**src/hw/rtl/ray_sample_aggregator_defines.svh**
```systemverilog
// ----------------------------------------------------------------------------
// Ray sample aggregator assertion macros
// Shared property macros for the aggregator's concurrent checks.
// ----------------------------------------------------------------------------
`ifndef RAY_SAMPLE_AGGREGATOR_DEFINES_SVH
`define RAY_SAMPLE_AGGREGATOR_DEFINES_SVH

// A condition that must hold at every clock edge outside reset.
`define RSA_ASSERT_ALWAYS(label, cond) \
	label: assert property (@(posedge clk) disable iff (!arst_n) (cond)) \
		else $error("ray sample aggregator check failed");

// A consequent that must hold in the same cycle as its antecedent.
`define RSA_ASSERT_IMP(label, ante, cons) \
	label: assert property (@(posedge clk) disable iff (!arst_n) (ante) |-> (cons)) \
		else $error("ray sample aggregator check failed");

`endif

```
**src/hw/rtl/rsa_pkg.sv**
```systemverilog
// ----------------------------------------------------------------------------
// Ray sample aggregator package
// Widths, register codes, fixed-point constants and small helper functions.
// ----------------------------------------------------------------------------
package rsa_pkg;

	// Field and port widths.
	localparam int MAX_RAY_LENGTH_DEF = 256;
	localparam int VOXEL_W    = 16;
	localparam int RAY_W      = 14;
	localparam int MODE_W     = 2;
	localparam int SPACING_W  = 16;
	localparam int CFG_IDX_W  = 1;
	localparam int CFG_DATA_W = 16;
	localparam int MUL_W      = 32;

	// Configuration register indexes.
	localparam logic [CFG_IDX_W-1:0] CFG_MODE    = 1'b0;
	localparam logic [CFG_IDX_W-1:0] CFG_SPACING = 1'b1;

	// Aggregation modes.
	localparam logic [MODE_W-1:0] MODE_MEAN     = 2'd0;
	localparam logic [MODE_W-1:0] MODE_MAX      = 2'd1;
	localparam logic [MODE_W-1:0] MODE_LOGSUM   = 2'd2;
	localparam logic [MODE_W-1:0] MODE_TRANSMIT = 2'd3;

	localparam logic [SPACING_W-1:0] SPACING_RESET = 16'd4096;

	// Sample clamping limits.
	localparam logic signed [12:0] V_MIN      = -13'sd1024;
	localparam logic signed [12:0] V_MAX      = 13'sd4095;
	localparam logic signed [12:0] ABS_CLAMP  = 13'sd3071;
	localparam logic signed [12:0] PEAK_RESET = -13'sd1024;

	// Fixed-point constants.
	localparam logic [31:0] K_EXP      = 32'd20654427;     // log2(e)/300, Q32
	localparam logic [37:0] EXP_OFFSET = 38'd13209605120;  // 8.0 minus 1024*K, Q32
	localparam logic [31:0] LN2_Q32    = 32'd2977044472;
	localparam logic [31:0] LOG2E_FRAC = 32'd1901360723;   // log2(e) - 1, Q32
	localparam logic [31:0] LN2X300    = 32'd3488723990;   // 300*ln2, Q24
	localparam logic [32:0] ONE_Q32    = 33'h1_0000_0000;
	localparam logic [20:0] A_LIMIT    = 21'd1310720;      // 20.0, Q16.16
	localparam logic [31:0] TR_SCALE   = 32'd4095;
	localparam logic [11:0] ABS_DIV    = 12'd3071;
	localparam logic [3:0]  TERM_FIRST = 4'd2;
	localparam logic [3:0]  TERM_LAST  = 4'd13;

	// Output saturation limits.
	localparam logic signed [16:0] RAY_HI = 17'sd8191;
	localparam logic signed [16:0] RAY_LO = -17'sd8192;

	// floor(2^32 / d) for the divisors used by the series and the absorption term.
	function automatic logic [31:0] recip(input logic [11:0] d);
		logic [31:0] r;
		unique case (d)
			12'd2:   r = 32'd2147483648;
			12'd3:   r = 32'd1431655765;
			12'd4:   r = 32'd1073741824;
			12'd5:   r = 32'd858993459;
			12'd6:   r = 32'd715827882;
			12'd7:   r = 32'd613566756;
			12'd8:   r = 32'd536870912;
			12'd9:   r = 32'd477218588;
			12'd10:  r = 32'd429496729;
			12'd11:  r = 32'd390451572;
			12'd12:  r = 32'd357913941;
			12'd13:  r = 32'd330382099;
			default: r = 32'd1398556;
		endcase
		return r;
	endfunction

	// Saturate a result to the signed output range.
	function automatic logic signed [RAY_W-1:0] sat_ray(input logic signed [16:0] x);
		logic signed [RAY_W-1:0] r;
		if (x > RAY_HI) begin
			r = RAY_HI[RAY_W-1:0];
		end else if (x < RAY_LO) begin
			r = RAY_LO[RAY_W-1:0];
		end else begin
			r = x[RAY_W-1:0];
		end
		return r;
	endfunction

endpackage

```
**src/hw/rtl/rsa_mul.sv**
```systemverilog
// ----------------------------------------------------------------------------
// Shared multiplier
// Unsigned 32 x 32 multiplier with a registered 64-bit product.
// ----------------------------------------------------------------------------
module rsa_mul import rsa_pkg::*; (
	input  logic                 clk,
	input  logic [MUL_W-1:0]     a,
	input  logic [MUL_W-1:0]     b,
	output logic [2*MUL_W-1:0]   p
);

	// Product register; the sequencer reads it in the cycle after it issues the operands.
	always_ff @(posedge clk) begin
		p <= a * b;
	end

endmodule

```
**config.mk**
```make
export PLATFORM = sky130hd
export DESIGN_NAME = rsa_mul
export DESIGN_NICKNAME = d
export VERILOG_FILES = /design/src/hw/rtl/ray_sample_aggregator_defines.svh /design/src/hw/rtl/rsa_pkg.sv /design/src/hw/rtl/rsa_mul.sv
export SDC_FILE = /design/constraint.sdc
export NUM_CORES = 2
export LEC_CHECK = 0
export BUFFER_PORTS_ARGS = -buffer_cell sky130_fd_sc_hd__buf_4
export CORE_UTILIZATION = 25
export DETAILED_ROUTE_END_ITERATION = 8
export GPL_TIMING_DRIVEN = 0
export PLACE_DENSITY_LB_ADDON = 0.15
export SLEW_MARGIN = 5
export SYNTH_ARGS = -nofsm -noshare
export SYNTH_HDL_FRONTEND = slang
export SYNTH_SLANG_ARGS = --single-unit
export TNS_END_PERCENT = 5
```
**constraint.sdc**
```tcl
create_clock -name clk -period 7.1 [get_ports clk]
set_input_delay 0.355 -clock clk [delete_from_list [all_inputs] [get_ports clk]]
set_output_delay 0.355 -clock clk [all_outputs]
set_load 0.03 [all_outputs]
```
* Word-level counts from Yosys, hierarchy flattened *
Index checks and enable logic that the tools add are counted.

word-level totals
  word-level logic and storage cells = 2
  flip-flop bits (word level) = 64
  output and inout port bits = 64

operators by class
  multipliers = 1

operators by type and width
  cell            count
  $mul 32x32->64  1

* Depth between registers and ports, before layout *
  depth after elaboration = 1
  depth in mapped cells = 29

* Least setup slack after synthesis *
Ideal clock, no wire load.

  path kind = input -> register
  start = input port a[25]
  end = register p[62]
  required time = 7028 ps
  buffers on the path = 2
  stages on the path = 25
  library setup time = 72 ps
  slack = -8 ps
  arrival = 7036 ps
  cells stage by stage = clkbuf_1 -> nand2_1 -> fa_1 -> inv_1 -> fa_1 -> inv_1 -> fa_1 -> inv_1 -> fa_1 -> fa_1 -> fa_1 -> fa_1 -> inv_1 -> fa_1 -> inv_1 -> ha_1 -> buf_2 -> nand4_1 -> or4_1 -> or3_1 -> a31oi_1 -> a31o_2 -> a211oi_1 -> o21ai_1 -> xor2_1

between the ends
  word-level cells in the longest chain between the ends = 1

RTL lines
  what                  line           text
  start, declared       rsa_mul.sv:7   input logic [MUL_W-1:0] a,
  $mul 32x32->64        rsa_mul.sv:14  p <= a * b;
  end signal, assigned  rsa_mul.sv:14
  end, declared         rsa_mul.sv:9   output logic [2*MUL_W-1:0] p

Every way passes these cells.

* Final worst setup path *
  start = input port a[20]
  end = register p[62]

Same word-level chain as after synthesis.

==> report_table.html <==
<table>
<tr><th>Metric</th><th>Value</th></tr>
<tr><th colspan="2">Setup path</th></tr>
<tr><td>Crit Path Class</td><td>in2reg</td></tr>
<tr><td>Critical Path Sink Type</td><td>flip-flop</td></tr>
<tr><td>Slowest cell on crit path</td><td>fa_1</td></tr>
<tr><td>Critical path startpoint category</td><td>primary input</td></tr>
<tr><td>Kind of cell adding the most delay to the critical path</td><td>adder cells</td></tr>
<tr><td>Buffers &amp; Inverters on Critical Path</td><td>6</td></tr>
<tr><td>Required time of the critical path</td><td>around 7400 ps</td></tr>
<tr><td>Most numerous cell on the critical path</td><td>fa_1</td></tr>
<tr><td>Worst stage delay on the critical path</td><td>620 ps</td></tr>
<tr><td>Critical path arrival</td><td>7910 ps</td></tr>
<tr><td>Largest fanout on the critical path</td><td>10</td></tr>
<tr><th colspan="2">Run status</th></tr>
<tr><td>Failing checks</td><td>negative setup slack</td></tr>
<tr><td>Run status</td><td>finished with violations</td></tr>
<tr><th colspan="2">Routing</th></tr>
<tr><td>Routed Antenna Nets</td><td>0</td></tr>
<tr><td>Number of violations reported at the end of detailed-routing iteration 0</td><td>1685</td></tr>
<tr><td>Vias per cell</td><td>4.596</td></tr>
<tr><td>Post-Route WL</td><td>151300 um</td></tr>
<tr><td>WL per Instance</td><td>between 20 and 30 um</td></tr>
<tr><td>DRC violations left</td><td>0</td></tr>
<tr><td>Total number of vias</td><td>26186</td></tr>
<tr><td>DRT Pass-1 Iters</td><td>5</td></tr>
<tr><th colspan="2">Final layout</th></tr>
<tr><td>Layout Nets</td><td>5114</td></tr>
<tr><td>Share of final-layout standard cells stronger than drive strength 1</td><td>0.09910</td></tr>
<tr><td>Final standard cell count with taps included and fillers excluded</td><td>5698</td></tr>
<tr><td>Top reg by flops</td><td>p</td></tr>
<tr><td>Filler cells</td><td>14977</td></tr>
<tr><td>Biggest registers after layout</td><td>p x64</td></tr>
<tr><td>Number of flip-flops under the largest register name</td><td>64</td></tr>
<tr><td>Area growth from synthesis to layout</td><td>12.92%</td></tr>
<tr><th colspan="2">Floorplan</th></tr>
<tr><td>Die Y</td><td>between 300 and 400 um</td></tr>
<tr><td>Number of top-level design ports</td><td>129</td></tr>
<tr><td>Die width</td><td>374.4 um</td></tr>
<tr><td>Starting density of the core</td><td>0.2522</td></tr>
<tr><td>FP Rows</td><td>136</td></tr>
<tr><td>Die Outline Area</td><td>140200 um2</td></tr>
<tr><td>Floorplan Core Area</td><td>around 140000 um2</td></tr>
<tr><th colspan="2">Place</th></tr>
<tr><td># placed instances</td><td>5670</td></tr>
<tr><td>DP Worst Slack</td><td>-2257 ps</td></tr>
<tr><td>Detailed placer's ending HPWL</td><td>128300 um</td></tr>
<tr><td>Number of port buffers</td><td>approximately 130</td></tr>
<tr><td>RD Place Congestion</td><td>about 0.95</td></tr>
<tr><th colspan="2">STA</th></tr>
<tr><td>Final Max Slew Viols</td><td>0</td></tr>
<tr><td>Total of endpoints with negative setup slack in the final report</td><td>22</td></tr>
<tr><td>Smallest setup slack after layout</td><td>-503.2 ps</td></tr>
<tr><td>Final cycle utilization of the critical path</td><td>1.071</td></tr>
<tr><td>Tightest Pin Transition</td><td>roughly 1100 ps</td></tr>
<tr><td>Fmax achieved</td><td>0.1315 GHz</td></tr>
<tr><td>Crit path time final</td><td>7603 ps</td></tr>
<tr><td>Sum of negative setup slack</td><td>-5969 ps</td></tr>
<tr><td>Hold Vio Cnt, Final</td><td>0</td></tr>
<tr><td>RSZ-0062 raised after global routing</td><td>true</td></tr>
<tr><td>Slew headroom</td><td>0.2649</td></tr>
<tr><th colspan="2">Logic synthesis</th></tr>
<tr><td>Adder and majority gate portion of the synthesized area</td><td>0.6122</td></tr>
<tr><td>Parity-gate share of the synthesized area counting xor and xnor cells</td><td>0.01515</td></tr>
<tr><td>Number of flops mapped to enable cells by yosys</td><td>0</td></tr>
<tr><td>Net count of the mapped netlist</td><td>between 4000 and 5000</td></tr>
<tr><td>Async set or reset register ratio after synthesis</td><td>0</td></tr>
<tr><td>Synthesis warning total</td><td>0</td></tr>
<tr><td>Synthesized-area fraction occupied by ao, oa, aoi and oai cells</td><td>0.04153</td></tr>
<tr><td>Flops &amp; latches, synth</td><td>64</td></tr>
<tr><td>Cells after synthesis</td><td>3748</td></tr>
<tr><td>Share of the yosys chip area belonging to registers</td><td>0.03695</td></tr>
<tr><td>Multiplexer share of the synthesized area</td><td>0.0002887</td></tr>
<tr><td>Distinct cell type count after synthesis</td><td>57</td></tr>
<tr><td>Most used flip-flop cell after synthesis</td><td>dfxtp_1</td></tr>
<tr><td>Combinational family with the most area after synthesis</td><td>adder cells</td></tr>
<tr><td>Average size of a mapped cell</td><td>between 9 and 10 um2</td></tr>
<tr><td>Portion of synthesized cell area occupied by the leading cell type</td><td>0.5173</td></tr>
<tr><td>Fraction of the mapped netlist area in simple logic gates</td><td>0.1762</td></tr>
<tr><td>Total standard cell area after synthesis</td><td>34680 um2</td></tr>
<tr><td>Top area cells in the synthesized netlist</td><td>fa_1 52%, and2_1 11%, ha_1 9.5%, inv_1 9.4%, nand2_1 5.2%</td></tr>
<tr><td>Cell taking the most area after synthesis</td><td>fa_1</td></tr>
<tr><th colspan="2">Clock network</th></tr>
<tr><td>CTS tree</td><td>built</td></tr>
<tr><td>CTS H-Tree Depth</td><td>3</td></tr>
<tr><td>Root Buffer Master</td><td>clkbuf_16</td></tr>
<tr><td>Num CTS Buffers</td><td>9</td></tr>
<tr><td>Clock-pin slew on the worst setup and hold paths</td><td>60 ps</td></tr>
<tr><td>Maximum buffer depth of the clock tree</td><td>2</td></tr>
<tr><td># clock sinks</td><td>64</td></tr>
<tr><th colspan="2">Global routing</th></tr>
<tr><td>Global-route wire length before repair</td><td>~220000 um</td></tr>
<tr><td>Number of global-route vias before repair</td><td>28751</td></tr>
<tr><td>Largest net degree at the start of global routing</td><td>12</td></tr>
<tr><td>Overall track demand over capacity in global routing</td><td>0.2191</td></tr>
<tr><td>Total congestion overflow after global routing</td><td>0</td></tr>
<tr><td>Number of antenna violations at the first check in global routing</td><td>32</td></tr>
<tr><th colspan="2">Flow run</th></tr>
<tr><td>Number of maximum-capacitance violations</td><td>0</td></tr>
<tr><th colspan="2">Hold path</th></tr>
<tr><td>Path class of the lowest-slack min-delay path</td><td>in2reg</td></tr>
</table>
cell usage in the layout, fill, tap and decap left out, types with 12 or more instances in the layout:
master,netlist,layout
xnor2_1,35,35
fa_2,0,12
dfxtp_1,64,64
o21ai_0,21,20
nor2_1,20,19
a21oi_1,63,61
xor2_1,25,25
and2_1,602,602
clkbuf_1,213,31
fa_1,896,884
and3_1,14,14
inv_1,865,865
clkbuf_2,0,69
nand4_1,23,23
clkbuf_4,0,68
ha_1,263,261
buf_4,0,141
clkbuf_8,0,30
nand2_1,480,478
a21o_1,40,39
per-stage QoR:
step | area, um2 | utilization | hold WS (ps)
3_3_place_gp | 37880 | 0.2755 | 632.1
2_1_floorplan | 34680 | - | 482.3
5_1_grt | 39130 | 0.2846 | 238.6
4_1_cts | 39090 | 0.2843 | 214.9
6_report | 39160 | 0.2848 | 259.8
3_5_place_dp | 37880 | 0.2755 | 636.0
synth_stat cells, types with 3 or more instances:
library cell	n
xor2_1	25
dfxtp_1	64
or3_1	3
or2_2	3
buf_2	6
or4_1	3
a211oi_1	3
a221oi_4	3
fa_1	896
and4_1	3
a31oi_1	12
a21boi_1	3
nor2_1	20
and2_1	602
a21oi_1	63
and3_1	14
clkbuf_1	213
o21ai_0	21
a21oi_2	3
nand3_1	10
inv_1	865
nor3_1	7
nand2_1	480
a21o_1	40
o221ai_1	3
o21ai_1	5
ha_1	263
nand4_1	23
xnor2_1	35
o21bai_1	10
o31ai_4	3
a221o_1	4
o21a_1	9
path summary, 6_finish.rpt:
check / startpoint / end / slack [ps] / cells past startpoint
worst min-delay path: b[0] / p[0] / 260 / 2
worst max-delay path: a[20] / p[62] / -500 / 25
cell type report:
class,count,area [um2],area share
Multi-Input combinational cell,2599,29510,0.7537
Inverter,865,3247,0.08292
Tap cell,1794,2245,0.05733
Buffer,216,1508,0.03851
Sequential cell,64,1281,0.03272
Timing Repair Buffer,135,1051,0.02684
Clock buffer,10,229.0,0.005848
Clock inverter,6,60.06,0.001534
Antenna cell,9,22.52,0.0005752
routing by layer:
layer	vias to the layer above	wire, um	global-route usage
li1	11170	-	-
met1	14040	64010	0.2885
met2	791	72520	0.3661
met3	181	8592	0.02951
met4	4	6146	0.07740
met5	-	30	0
cells by family after synthesis:
logic type | count (synthesis)
and+or+nand+nor | 1177
xor gates and xnor gates | 60
buffers and inverters | 1085
muxes | 1
DFF | 64
AOI/OAI and AO/OA | 202
adders and majority gates | 1159
repair_timing:
item	4_1_cts	5_1_grt
setup endpoints to repair	44	33
resized for setup	349	25
setup buffers	7	0
hold buffers	0	0
pin swaps	11	2
Power is not shown: default switching activity piles up to over one toggle a cycle in this logic, so the estimate is an artifact.
